==> src/hdl/pqdk_pkg.sv <==
// Package for the priority queue block: command and status codes, field widths,
// parameter defaults and the control/status bundles between controller and datapath.
// No dependencies.
package pqdk_pkg;

  localparam int CAPACITY_DEF  = 32;
  localparam int KEY_WIDTH_DEF = 16;

  localparam int CMD_W    = 3;
  localparam int STAT_W   = 3;
  localparam int KEY_W    = 16;
  localparam int PRIO_W   = 16;
  localparam int ARR_W    = 32;
  localparam int S_DATA_W = 32;
  localparam int M_DATA_W = 40;

  typedef enum logic [CMD_W-1:0] {
    CMD_INSERT  = 3'd0,
    CMD_DEQUEUE = 3'd1,
    CMD_PEEK    = 3'd2,
    CMD_UPGRADE = 3'd3,
    CMD_CLEAR   = 3'd4
  } cmd_e;

  typedef enum logic [STAT_W-1:0] {
    STS_OK     = 3'd0,
    STS_EMPTY  = 3'd1,
    STS_NOKEY  = 3'd2,
    STS_HIGHER = 3'd3,
    STS_FULL   = 3'd4
  } status_e;

  // Commands from the controller to the datapath.
  typedef struct packed {
    logic accept;
    logic scan_rd;
    logic sweep_wr;
    logic apply;
    logic out_load;
  } ctrl_t;

  // Status from the datapath to the controller.
  typedef struct packed {
    logic idx_last;
    logic out_busy;
  } stat_t;

endpackage

==> src/hdl/priority_queue_decrease_key_top.sv <==
// Top level of the min-priority queue with key-based priority lowering.
// Instantiates pqdk_ctrl and pqdk_datapath; depends on pqdk_pkg.
//
// Usage: each command enters on the slave stream channel and produces exactly
// one result on the master stream channel. s_axis_tuser carries the command
// (insert, dequeue, peek, lower priority, clear); s_axis_tdata carries the key
// and the priority. m_axis_tuser carries the status; m_axis_tdata carries the
// key and priority that dequeue or peek found (else zero) and the empty flag.
// Insert, dequeue, peek and lower-priority read the whole slot table, one slot
// per cycle through the single read port of the table memory, and then compute
// their result. Clear writes every slot, one per cycle, before it answers; other
// command codes answer without a table pass. A new command is taken once the
// previous result has entered the output register. After reset the table is
// swept with s_axis_tready low. When the receiver stalls, the result waits in
// the output register and the block takes the next command and works on it
// until its own result is ready.
module priority_queue_decrease_key_top #(
  parameter int CAPACITY  = pqdk_pkg::CAPACITY_DEF,
  parameter int KEY_WIDTH = pqdk_pkg::KEY_WIDTH_DEF
) (
  input  logic                              clk_i,
  input  logic                              rst_ni,
  input  logic                              s_axis_tvalid,
  output logic                              s_axis_tready,
  // [15:0] entry_key, [31:16] entry_priority
  input  logic [pqdk_pkg::S_DATA_W-1:0]     s_axis_tdata,
  // [2:0] command
  input  logic [pqdk_pkg::CMD_W-1:0]        s_axis_tuser,
  output logic                              m_axis_tvalid,
  input  logic                              m_axis_tready,
  // [15:0] result_key, [31:16] result_priority, [32] now_empty, [39:33] zero
  output logic [pqdk_pkg::M_DATA_W-1:0]     m_axis_tdata,
  // [2:0] status
  output logic [pqdk_pkg::STAT_W-1:0]       m_axis_tuser
);

  pqdk_pkg::ctrl_t ctrl;
  pqdk_pkg::stat_t stat;

  pqdk_ctrl u_ctrl (
    .clk_i     (clk_i),
    .rst_ni    (rst_ni),
    .s_valid_i (s_axis_tvalid),
    .cmd_i     (s_axis_tuser),
    .s_ready_o (s_axis_tready),
    .stat_i    (stat),
    .ctrl_o    (ctrl)
  );

  pqdk_datapath #(
    .CAPACITY  (CAPACITY),
    .KEY_WIDTH (KEY_WIDTH)
  ) u_datapath (
    .clk_i      (clk_i),
    .rst_ni     (rst_ni),
    .ctrl_i     (ctrl),
    .stat_o     (stat),
    .cmd_i      (s_axis_tuser),
    .key_i      (s_axis_tdata[pqdk_pkg::KEY_W-1:0]),
    .prio_i     (s_axis_tdata[pqdk_pkg::S_DATA_W-1:pqdk_pkg::KEY_W]),
    .m_ready_i  (m_axis_tready),
    .m_valid_o  (m_axis_tvalid),
    .m_status_o (m_axis_tuser),
    .m_data_o   (m_axis_tdata)
  );

endmodule

==> src/hdl/pqdk_ctrl.sv <==
// Controller state machine of the priority queue: sequences the table scan, the
// clearing sweep, the update and the result transfer. Depends on pqdk_pkg.
module pqdk_ctrl (
  input  logic                           clk_i,
  input  logic                           rst_ni,
  input  logic                           s_valid_i,
  input  logic [pqdk_pkg::CMD_W-1:0]     cmd_i,
  output logic                           s_ready_o,
  input  pqdk_pkg::stat_t                stat_i,
  output pqdk_pkg::ctrl_t                ctrl_o
);

  typedef enum logic [5:0] {
    ST_IDLE  = 6'b000001,
    ST_SCAN  = 6'b000010,
    ST_DRAIN = 6'b000100,
    ST_SWEEP = 6'b001000,
    ST_APPLY = 6'b010000,
    ST_DONE  = 6'b100000
  } state_e;

  state_e state_q, state_d;
  logic   boot_q, boot_d;

  always_comb begin
    state_d = state_q;
    boot_d  = boot_q;
    ctrl_o  = '0;
    unique case (state_q)
      ST_IDLE: begin
        if (s_valid_i) begin
          ctrl_o.accept = 1'b1;
          unique case (cmd_i) inside
            pqdk_pkg::CMD_CLEAR: state_d = ST_SWEEP;
            pqdk_pkg::CMD_INSERT, pqdk_pkg::CMD_DEQUEUE,
            pqdk_pkg::CMD_PEEK, pqdk_pkg::CMD_UPGRADE: state_d = ST_SCAN;
            default: state_d = ST_APPLY;
          endcase
        end
      end
      ST_SCAN: begin
        ctrl_o.scan_rd = 1'b1;
        if (stat_i.idx_last) begin
          state_d = ST_DRAIN;
        end
      end
      ST_DRAIN: begin
        // The last read word is evaluated during this cycle.
        state_d = ST_APPLY;
      end
      ST_SWEEP: begin
        ctrl_o.sweep_wr = 1'b1;
        if (stat_i.idx_last) begin
          boot_d  = 1'b0;
          state_d = boot_q ? ST_IDLE : ST_APPLY;
        end
      end
      ST_APPLY: begin
        ctrl_o.apply = 1'b1;
        state_d      = ST_DONE;
      end
      ST_DONE: begin
        if (!stat_i.out_busy) begin
          ctrl_o.out_load = 1'b1;
          state_d         = ST_IDLE;
        end
      end
      default: state_d = ST_IDLE;
    endcase
  end

  assign s_ready_o = (state_q == ST_IDLE);

  // After reset the table is swept clean before the first transfer is taken.
  always_ff @(posedge clk_i or negedge rst_ni) begin
    if (!rst_ni) begin
      state_q <= ST_SWEEP;
      boot_q  <= 1'b1;
    end else begin
      state_q <= state_d;
      boot_q  <= boot_d;
    end
  end

endmodule

==> src/hdl/pqdk_datapath.sv <==
// Datapath of the priority queue: slot table memory, scan index, best-candidate
// registers, occupancy and arrival counters, result and output registers.
// Depends on pqdk_pkg.
module pqdk_datapath #(
  parameter int CAPACITY  = pqdk_pkg::CAPACITY_DEF,
  parameter int KEY_WIDTH = pqdk_pkg::KEY_WIDTH_DEF
) (
  input  logic                              clk_i,
  input  logic                              rst_ni,
  input  pqdk_pkg::ctrl_t                   ctrl_i,
  output pqdk_pkg::stat_t                   stat_o,
  input  logic [pqdk_pkg::CMD_W-1:0]        cmd_i,
  input  logic [pqdk_pkg::KEY_W-1:0]        key_i,
  input  logic [pqdk_pkg::PRIO_W-1:0]       prio_i,
  input  logic                              m_ready_i,
  output logic                              m_valid_o,
  output logic [pqdk_pkg::STAT_W-1:0]       m_status_o,
  output logic [pqdk_pkg::M_DATA_W-1:0]     m_data_o
);

  localparam int SKW = (KEY_WIDTH < pqdk_pkg::KEY_W) ? KEY_WIDTH : pqdk_pkg::KEY_W;
  localparam int IW  = $clog2(CAPACITY);
  localparam int CW  = $clog2(CAPACITY + 1);
  localparam int PW  = pqdk_pkg::PRIO_W;
  localparam int AW  = pqdk_pkg::ARR_W;
  localparam int SW  = pqdk_pkg::STAT_W;
  localparam int PADW = pqdk_pkg::M_DATA_W - 2 * pqdk_pkg::KEY_W - 1;

  // Slot table.
  logic           mem_vld  [CAPACITY];
  logic [SKW-1:0] mem_key  [CAPACITY];
  logic [PW-1:0]  mem_prio [CAPACITY];
  logic [AW-1:0]  mem_arr  [CAPACITY];

  logic           rd_vld_bit_q;
  logic [SKW-1:0] rd_key_q;
  logic [PW-1:0]  rd_prio_q;
  logic [AW-1:0]  rd_arr_q;

  logic           we;
  logic [IW-1:0]  waddr;
  logic           wvld;
  logic [SKW-1:0] wkey;
  logic [PW-1:0]  wprio;
  logic [AW-1:0]  warr;

  // Command capture.
  logic [pqdk_pkg::CMD_W-1:0] cmd_q;
  logic [SKW-1:0]             key_q;
  logic [PW-1:0]              prio_q;

  // Scan control.
  logic [IW-1:0] idx_q;
  logic          rd_vld_q;
  logic [IW-1:0] rd_idx_q;

  // Best candidate of the current scan.
  logic           found_q;
  logic [IW-1:0]  best_idx_q;
  logic [SKW-1:0] best_key_q;
  logic [PW-1:0]  best_prio_q;
  logic [AW-1:0]  best_arr_q;
  logic           beats;
  logic           take;

  logic [CW-1:0] occ_q, occ_d;
  logic [AW-1:0] arr_q, arr_d;

  logic [SW-1:0] sts_d;
  logic [SKW-1:0] rkey_d;
  logic [PW-1:0] rprio_d;

  logic [SW-1:0] res_status_q;
  logic [SKW-1:0] res_key_q;
  logic [PW-1:0] res_prio_q;
  logic          res_empty_q;

  logic          m_valid_q;
  logic [SW-1:0] m_status_q;
  logic [SKW-1:0] m_key_q;
  logic [PW-1:0] m_prio_q;
  logic          m_empty_q;

  always_ff @(posedge clk_i) begin
    if (we) begin
      mem_vld[waddr]  <= wvld;
      mem_key[waddr]  <= wkey;
      mem_prio[waddr] <= wprio;
      mem_arr[waddr]  <= warr;
    end
    rd_vld_bit_q <= mem_vld[idx_q];
    rd_key_q     <= mem_key[idx_q];
    rd_prio_q    <= mem_prio[idx_q];
    rd_arr_q     <= mem_arr[idx_q];
  end

  assign stat_o.idx_last = (idx_q == IW'(CAPACITY - 1));
  assign stat_o.out_busy = m_valid_q && !m_ready_i;

  // Lower priority wins; equal priority goes to the earlier stamp.
  assign beats = (rd_prio_q < best_prio_q) ||
                 ((rd_prio_q == best_prio_q) && (rd_arr_q < best_arr_q));

  always_comb begin
    take = 1'b0;
    if (rd_vld_q) begin
      case (cmd_q) inside
        pqdk_pkg::CMD_INSERT:  take = !found_q && !rd_vld_bit_q;
        pqdk_pkg::CMD_DEQUEUE,
        pqdk_pkg::CMD_PEEK:    take = rd_vld_bit_q && (!found_q || beats);
        pqdk_pkg::CMD_UPGRADE: take = rd_vld_bit_q && (rd_key_q == key_q) &&
                                      (!found_q || beats);
        default:               take = 1'b0;
      endcase
    end
  end

  always_comb begin
    we      = 1'b0;
    waddr   = idx_q;
    wvld    = 1'b0;
    wkey    = '0;
    wprio   = '0;
    warr    = '0;
    occ_d   = occ_q;
    arr_d   = arr_q;
    sts_d   = pqdk_pkg::STS_OK;
    rkey_d  = '0;
    rprio_d = '0;
    if (ctrl_i.sweep_wr) begin
      we = 1'b1;
    end
    if (ctrl_i.apply) begin
      case (cmd_q) inside
        pqdk_pkg::CMD_INSERT: begin
          if (occ_q == CW'(CAPACITY)) begin
            sts_d = pqdk_pkg::STS_FULL;
          end else begin
            we    = 1'b1;
            waddr = best_idx_q;
            wvld  = 1'b1;
            wkey  = key_q;
            wprio = prio_q;
            warr  = arr_q;
            occ_d = occ_q + CW'(1);
            arr_d = arr_q + AW'(1);
          end
        end
        pqdk_pkg::CMD_DEQUEUE, pqdk_pkg::CMD_PEEK: begin
          if (!found_q) begin
            sts_d = pqdk_pkg::STS_EMPTY;
          end else begin
            rkey_d  = best_key_q;
            rprio_d = best_prio_q;
            if (cmd_q == pqdk_pkg::CMD_DEQUEUE) begin
              we    = 1'b1;
              waddr = best_idx_q;
              wkey  = best_key_q;
              wprio = best_prio_q;
              warr  = best_arr_q;
              occ_d = occ_q - CW'(1);
            end
          end
        end
        pqdk_pkg::CMD_UPGRADE: begin
          if (occ_q == '0) begin
            sts_d = pqdk_pkg::STS_EMPTY;
          end else if (!found_q) begin
            sts_d = pqdk_pkg::STS_NOKEY;
          end else if (best_prio_q < prio_q) begin
            sts_d = pqdk_pkg::STS_HIGHER;
          end else begin
            we    = 1'b1;
            waddr = best_idx_q;
            wvld  = 1'b1;
            wkey  = best_key_q;
            wprio = prio_q;
            warr  = best_arr_q;
          end
        end
        pqdk_pkg::CMD_CLEAR: occ_d = '0;
        default: ;
      endcase
    end
  end

  // Payload registers.
  always_ff @(posedge clk_i) begin
    if (ctrl_i.accept) begin
      cmd_q  <= cmd_i;
      key_q  <= key_i[SKW-1:0];
      prio_q <= prio_i;
    end
    if (take) begin
      best_idx_q  <= rd_idx_q;
      best_key_q  <= rd_key_q;
      best_prio_q <= rd_prio_q;
      best_arr_q  <= rd_arr_q;
    end
    if (ctrl_i.apply) begin
      res_status_q <= sts_d;
      res_key_q    <= rkey_d;
      res_prio_q   <= rprio_d;
      res_empty_q  <= (occ_d == '0);
    end
    if (ctrl_i.out_load) begin
      m_status_q <= res_status_q;
      m_key_q    <= res_key_q;
      m_prio_q   <= res_prio_q;
      m_empty_q  <= res_empty_q;
    end
  end

  // Control registers.
  always_ff @(posedge clk_i or negedge rst_ni) begin
    if (!rst_ni) begin
      idx_q     <= '0;
      rd_vld_q  <= 1'b0;
      rd_idx_q  <= '0;
      found_q   <= 1'b0;
      occ_q     <= '0;
      arr_q     <= '0;
      m_valid_q <= 1'b0;
    end else begin
      if (ctrl_i.accept) begin
        idx_q <= '0;
      end else if (ctrl_i.scan_rd || ctrl_i.sweep_wr) begin
        idx_q <= stat_o.idx_last ? '0 : idx_q + IW'(1);
      end
      rd_vld_q <= ctrl_i.scan_rd;
      rd_idx_q <= idx_q;
      if (ctrl_i.accept) begin
        found_q <= 1'b0;
      end else if (take) begin
        found_q <= 1'b1;
      end
      occ_q <= occ_d;
      arr_q <= arr_d;
      if (ctrl_i.out_load) begin
        m_valid_q <= 1'b1;
      end else if (m_ready_i) begin
        m_valid_q <= 1'b0;
      end
    end
  end

  assign m_valid_o  = m_valid_q;
  assign m_status_o = m_status_q;
  assign m_data_o   = {PADW'(0), m_empty_q, m_prio_q, pqdk_pkg::KEY_W'(m_key_q)};

`ifndef SYNTHESIS
  a_occ_bound: assert property (@(posedge clk_i) disable iff (!rst_ni)
    occ_q <= CW'(CAPACITY))
    else $error("occupancy exceeds capacity");

  a_deq_frees: assert property (@(posedge clk_i) disable iff (!rst_ni)
    (ctrl_i.apply && cmd_q == pqdk_pkg::CMD_DEQUEUE && found_q)
      |=> occ_q == $past(occ_q) - CW'(1))
    else $error("dequeue of a found entry did not free a slot");

  a_ins_stamp: assert property (@(posedge clk_i) disable iff (!rst_ni)
    (ctrl_i.apply && cmd_q == pqdk_pkg::CMD_INSERT && occ_q != CW'(CAPACITY))
      |=> arr_q == $past(arr_q) + AW'(1))
    else $error("insert did not advance the arrival stamp");

  a_ins_slot: assert property (@(posedge clk_i) disable iff (!rst_ni)
    (ctrl_i.apply && cmd_q == pqdk_pkg::CMD_INSERT && occ_q != CW'(CAPACITY))
      |-> found_q)
    else $error("insert into a table with room found no free slot");

  a_no_overwrite: assert property (@(posedge clk_i) disable iff (!rst_ni)
    ctrl_i.out_load |-> !(m_valid_q && !m_ready_i))
    else $error("result loaded over a pending transfer");
`endif

endmodule
==> config.mk <==
export PLATFORM = sky130hd
export DESIGN_NAME = priority_queue_decrease_key_top
export DESIGN_NICKNAME = d
export VERILOG_FILES = /design/src/hdl/pqdk_pkg.sv /design/src/hdl/priority_queue_decrease_key_top.sv /design/src/hdl/pqdk_ctrl.sv /design/src/hdl/pqdk_datapath.sv
export SDC_FILE = /design/constraint.sdc
export NUM_CORES = 2
export LEC_CHECK = 0
export ABC_CLOCK_PERIOD_IN_PS = 13200
export BUFFER_PORTS_ARGS = -buffer_cell sky130_fd_sc_hd__buf_2
export CELL_PAD_IN_SITES_DETAIL_PLACEMENT = 1
export CELL_PAD_IN_SITES_GLOBAL_PLACEMENT = 2
export CORE_UTILIZATION = 45
export CTS_CLUSTER_DIAMETER = 60
export DETAILED_ROUTE_END_ITERATION = 16
export HOLD_SLACK_MARGIN = 0.15
export PLACE_DENSITY = 0.71
export RECOVER_POWER = 50
export SLEW_MARGIN = 20
export SYNTH_ARGS = -nofsm -noshare
export SYNTH_HDL_FRONTEND = slang
export SYNTH_SLANG_ARGS = --single-unit
==> constraint.sdc <==
create_clock -name clk_i -period 13.2 [get_ports clk_i]
set_input_delay 1.32 -clock clk_i [delete_from_list [all_inputs] [get_ports clk_i]]
set_output_delay 1.32 -clock clk_i [all_outputs]
set_load 0.01 [all_outputs]
Yosys cells after proc, flatten, opt, wreduce, memory -nomap -nowiden
Memory sizes are Yosys's and may differ from the RTL's. A register that Yosys moved wholly into a read port is not among the register bits.
Index checks and enable logic that the tools add are counted.
- flip-flop bits (word level): 234
- memory bits (writable): 2080
- logic and storage cells: 187
- memories: 4
- add/sub/neg operators: 4
- magnitude comparators: 3
- eq/ne operators: 22
- mux-type cells: 102
- bitwise gates (word level): 3
- reduce and logical (&&, ||, !) cells: 25
- memory list (memory ; depth ; width ; read ports ; clocked after memory_dff ; wr ports ; RTL line ; RTL):
    u_datapath.mem_arr ; 32 ; 32 ; 1 ; 1 ; 1 ; pqdk_datapath.sv:33 ; logic [AW-1:0] mem_arr [CAPACITY];
    u_datapath.mem_key ; 32 ; 16 ; 1 ; 1 ; 1 ; pqdk_datapath.sv:31 ; logic [SKW-1:0] mem_key [CAPACITY];
    u_datapath.mem_prio ; 32 ; 16 ; 1 ; 1 ; 1 ; pqdk_datapath.sv:32 ; logic [PW-1:0] mem_prio [CAPACITY];
    u_datapath.mem_vld ; 32 ; 1 ; 1 ; 1 ; 1 ; pqdk_datapath.sv:30 ; logic mem_vld [CAPACITY];
- operator list (operator ; number):
    two-way mux 16 bit ; 20
    two-way mux 32 bit ; 10
    two-way mux 6 bit ; 12
    two-way mux 5 bit ; 14
    two-way mux 1 bit ; 37
    one-hot mux 6 bit (6 select lines) ; 1
    adder 32 x 1 -> 32 bit, second input constant ; 1
    equality test 16 bit ; 2
    < comparator 16 bit ; 2
    < comparator 32 bit ; 1
    two-way mux 3 bit ; 6
    equality test 3 x 2 -> 1 bit, second input constant ; 4
    equality test 6 bit, second input constant ; 2
    logical NOT 6 bit ; 2
    one-hot mux 5 bit (2 select lines) ; 1
    adder 6 x 1 -> 6 bit, second input constant ; 1
    equality test 3 x 1 -> 1 bit, second input constant ; 2
    equality test 3 bit, second input constant ; 2
    equality test 6 x 1 -> 1 bit, second input constant ; 1
    equality test 6 x 2 -> 1 bit, second input constant ; 1
    equality test 6 x 3 -> 1 bit, second input constant ; 1
    equality test 6 x 4 -> 1 bit, second input constant ; 1
    equality test 6 x 5 -> 1 bit, second input constant ; 1
    logical AND 1 bit ; 6
    17 further kinds ; 28

Logic depth before layout (Yosys ltp)
- depth in word-level cells: 12
- gate-level depth with buffers: 11

By module
A second synthesis with hierarchy kept.
- cell total of the unflattened synthesis: 4817
- area total of the unflattened synthesis: 92133.4 um2
- modules (own cells, without submodules) (module ; times used ; cells an instance ; area an instance (um2) ; sequential area each (um2)):
    pqdk_datapath ; 1 ; 4768 ; 91680.4 ; 70322.4
    pqdk_ctrl ; 1 ; 49 ; 452.9 ; 177.7

Least setup slack after synthesis
No wires, ideal clock.
- path kind: reg2reg
- from: register u_ctrl.state_q[1]
- to: memory u_datapath.mem_arr[2][0] in the netlist's numbering, enable pin
- setup time: 0.588 ns
- arrival: 6.957 ns
- data required time: 12.612 ns
- slack: 5.655 ns
- stages on the path, launching flop included: 11
- path buffers: 3
- path through: dfrtp_1 -> buf_6 -> nor4_4 -> nand3b_4 -> clkinv_4 -> o211ai_2 -> a311oi_2 -> nor3_1 -> buf_2 -> clkbuf_1 -> o32ai_1
- longest elaborated chain between the ends: 12
- ends and longest elaborated chain (what ; RTL line ; RTL):
    start: declaration ; pqdk_ctrl.sv:22 ; state_e state_q, state_d;
    start signal: assignment ; pqdk_ctrl.sv:80 ; state_q <= state_d;
    equality test 6 x 4 -> 1 bit ; pqdk_ctrl.sv:29 ; unique case (state_q)
    two-way mux 1 bit ; pqdk_ctrl.sv:29 ;
    two-way mux 1 bit ; pqdk_datapath.sv:130 ; if (ctrl_i.sweep_wr) begin
    two-way mux 1 bit ; pqdk_datapath.sv:170 ; end else if (best_prio_q < prio_q) begin
    two-way mux 1 bit ; pqdk_datapath.sv:168 ; end else if (!found_q) begin
    two-way mux 1 bit ; pqdk_datapath.sv:166 ; if (occ_q == '0) begin
    two-way mux 1 bit (3 in series) ; pqdk_datapath.sv:134 ; case (cmd_q) inside
    two-way mux 1 bit ; pqdk_datapath.sv:133 ; if (ctrl_i.apply) begin
    two-way mux 1 bit ; pqdk_datapath.sv:85 ; if (we) begin
    two-way mux 1 bit (implied by the code) ; pqdk_datapath.sv:89 ; mem_arr[waddr] <= warr;
    end: declaration ; pqdk_datapath.sv:33 ;
Several ways; a longest one is shown, not always the timed one.

Worst setup path after layout
- from: register u_datapath.cmd_q[2] in the netlist's numbering
- to: memory u_datapath.mem_prio[14][5] in the netlist's numbering, data pin
- longest elaborated chain between the ends: 6
- ends and longest elaborated chain (what ; RTL line ; RTL):
    start: declaration ; pqdk_datapath.sv:48 ; logic [pqdk_pkg::CMD_W-1:0] cmd_q;
    start signal: assignment ; pqdk_datapath.sv:190 ; cmd_q <= cmd_i;
    equality test 3 x 1 -> 1 bit ; pqdk_datapath.sv:155 ; if (cmd_q == pqdk_pkg::CMD_DEQUEUE) begin
    two-way mux 16 bit ; pqdk_datapath.sv:155 ;
    two-way mux 16 bit ; pqdk_datapath.sv:150 ; if (!found_q) begin
    two-way mux 16 bit ; pqdk_datapath.sv:134 ;
    two-way mux 16 bit (*) ; pqdk_datapath.sv:134 ;
    two-way mux 16 bit (*) ; pqdk_datapath.sv:133 ;
    via u_datapath.wprio[5] ; pqdk_datapath.sv:44 ; logic [PW-1:0] wprio;
    end: declaration ; pqdk_datapath.sv:32 ;
The timed path passes the listed nets; every way through them passes the cells marked *.

==> impl_metrics.csv <==
group,metric,value,unit
status,outcome,"finished, violations left",
status,violations,"max-capacitance violations, max-slew violations",
clocking,cts_hold_repair.buffers,0,
min_path,min_path_type,"flip-flop to flip-flop",
setup_path,crit_fanout,53,
placed_design,post-dp-hpwl,137000,µm
global_route,grtUsageTotal,0.235,
setup_path,crit_path_start_kind,"flip-flop",
setup_path,required,13620,ps
placed_design,gp_congestion,0.797,
floorplan,coreArea,202000,µm²
sta,max_freq,110,MHz
setup_path,reg2regPathDepth,8,
yosys,ys_warn_count,0,
drt,drt-pass1-iter-count,5,
layout,final_nets,4390,
sta,min_period,9070,ps
setup_path,worst-endpoint-arrival,9490,ps
clocking,cts_buffers,237,
setup_path,critPathKind,"flip-flop to flip-flop",
setup_path,crit_path_start,"u_datapath.cmd_q[2]",
power,power.leakage,36.4,nW
setup_path,cpMaxStageDelayCell,"or2_0",
sta,rsz0062_at_grt,"no",
layout,fin_area,103000,µm²
min_path,hold_path_depth,0,
yosys,synthDistinctLibCells,79,
yosys,synth_edf_count,2256,
setup_path,crit_path_frequent_cell,"clkbuf_1",
sta,setup_tns,0,ps
clocking,clkTransAtPathRegs,60,ps
yosys,synthArstFlopShare,0.0244,
floorplan,start_util,0.453,
drt,vias,42900,
yosys,yosys.area.top_type,"edfxtp_1",
clocking,worstSkewPairLatency,880,ps
sta,finalSetupViolCount,0,
floorplan,die_w,453,µm
layout,fillers,17500,
clocking,cts_tree,"built",
global_route,grt_overflow,0,
yosys,synthCells,4042,
placed_design,portBuffers,76,
yosys,ys_seq_area_frac,0.771,
clocking,cts_setup_buffers,0,
drt,drc,0,
sta,slew_headroom,-1.72,
drt,first_iter_violations,4281,
clocking,cts_buffer_depth,3,
setup_path,timing.rr.start,"u_datapath.cmd_q[2]",
floorplan,dieArea,205000,µm²
sta,finClkSkew,36.4,ps
global_route,antenna_found_initial,11,
yosys,yosysMostFrequentCell,"edfxtp_1",
drt,wl_per_cell,33.4,µm
drt,drt-vias-per-instance,5.99,
placed_design,dpl_cell_area,96100,µm²
sta,timing.final.crit_share,0.687,
layout,syn_to_final_growth,12.9,%
yosys,synth_area_leaders,"edfxtp_1, mux4_2, dfrtp_1",
global_route,grt_max_degree,137,
yosys,synthesis.area,91500,µm²
sta,hold_slack,408,ps
flow_run,cap_violations,44,
floorplan,num_io_pins,84,
layout,stdcell_count,7170,
drt,final_antenna_net_count,0,
layout,drive_gt1_frac,0.270,
placed_design,pre_cts_ws,7470,ps
yosys,synth_ff_type,"edfxtp_1",
setup_path,crit_family,"simple AND/OR/NAND/NOR gates",
power,power.density,167,nW/µm²
yosys,synth_top_area_frac,0.741,
layout,final_util,0.511,
global_route,grt_pass1_wl,339000,µm
power,power,17.2,mW
sta,finalMaxSlewViolations,1179,
sta,fin_ws,4130,ps
sta,worstMarginPinSlew,4080,ps
setup_path,worst_path_largest_cell_delay,2400,ps
drt,wirelength,239000,µm
floorplan,die_h,453,µm
clocking,ctsResizeCount,0,
placed_design,dp_cells,6715,
clocking,cts.sinks,2379,
setup_path,path_cells,"clkbuf_1, or3_2, clkbuf_1, a31o_1, nor2_1, or2_0, a22o_1, clkbuf_1",
yosys,ys_ff_latch,2379,
clocking,htreeDepth,4,
sta,hold_viol_final,0,
yosys,synth_area_per_cell,22.6,µm²
power,ir_worst_vdd,0.148,mV
floorplan,rows,165,
setup_path,cp.buffers_inverters,3,
global_route,grt_pass1_vias,44800,
clocking,root_buffer,"clkbuf_16",
min_path,hp-start,"u_datapath.rd_idx_q[0]",
setup_path,end_kind,"flip-flop",
setup_path,worst-path-stages,8,
yosys,synth_commonest_cells,"edfxtp_1, mux4_2, nand2_1",
==> placed cells by master, fill, tap and decap left out, types with 17 or more instances in the layout <==
master and instances:
nand2_1 137, and3_1 23, nor4_1 33, clkbuf_16 240, xnor2_1 19, buf_4 81, edfxtp_1 2256, o21ai_0 26
xor2_1 31, mux2_2 53, bufinv_16 17, nand3_1 21, a21oi_1 54, clkinv_1 49, clkinv_2 43, inv_1 74
dfxtp_1 65, nor3_1 18, buf_2 19, nor2_1 44, mux4_2 650, dfrtp_1 54, clkbuf_1 157, a21oi_4 20
ha_1 67
==> path summary, 6_finish.rpt <==
| path | endpoint | slack (ps) |
|---|---|---|
| setup / recovery | u_datapath.mem_prio[14][5] | 4130 |
| hold / removal | u_datapath.best_idx_q[0] | 410 |
| setup reg to reg | u_datapath.mem_prio[14][5] | 4130 |
| hold reg to reg | u_datapath.best_idx_q[0] | 410 |
| max in group asynchronous | u_datapath.idx_q[1] | 8410 |
| min in group asynchronous | u_ctrl.state_q[2] | 730 |
==> layer usage <==
layer  vias up  wire length [µm]  track usage
met5         -                 0            0
met4         0              5930       0.0636
met3       301             12900       0.0318
met2      1409            118000        0.385
met1     23700            102000        0.333
li1      17500                 -            -
==> power breakdown <==
part / internal (mW) / switching, mW
clock network: 3.77 / 2.89
logic: 0.957 / 1.20
registers: 8.30 / 0.129
total: 13.0 / 4.21
==> sequential cells by signal, summed over array words and instances (netlist names), 32 cells and up <==
register,flops
u_datapath.best_arr_q,32
u_datapath.arr_q,32
u_datapath.mem_arr,1024
u_datapath.mem_prio,512
u_datapath.mem_vld,32
u_datapath.mem_key,512
u_datapath.rd_arr_q,32
==> area by class of cell <==
class                           count  area, µm²  share of cell area
Sequential cell                  2379      70500               0.683
Multi-Input combinational cell   1382      20200               0.196
Clock buffer                      311       6430              0.0623
Tap cell                         2672       3340              0.0324
Clock inverter                    136       1290              0.0125
Timing Repair Buffer              208       1190              0.0115
Inverter                           76        287             0.00277
Antenna cell                        6       15.0            0.000145
==> cells by family (layout without fill, tap and decap cells) <==
family,after synthesis,count (layout),synth area share
xor+xnor,50,50,0.00479
simple gates,348,348,0.0199
mux,717,717,0.168
flops,2379,2379,0.771
compound gates,193,193,0.0139
buf+inv,287,731,0.0132
fa+ha+maj,67,67,0.00917
other cells,1,13,0.0000410
Note: power is estimated with default switching activity, not from simulation.
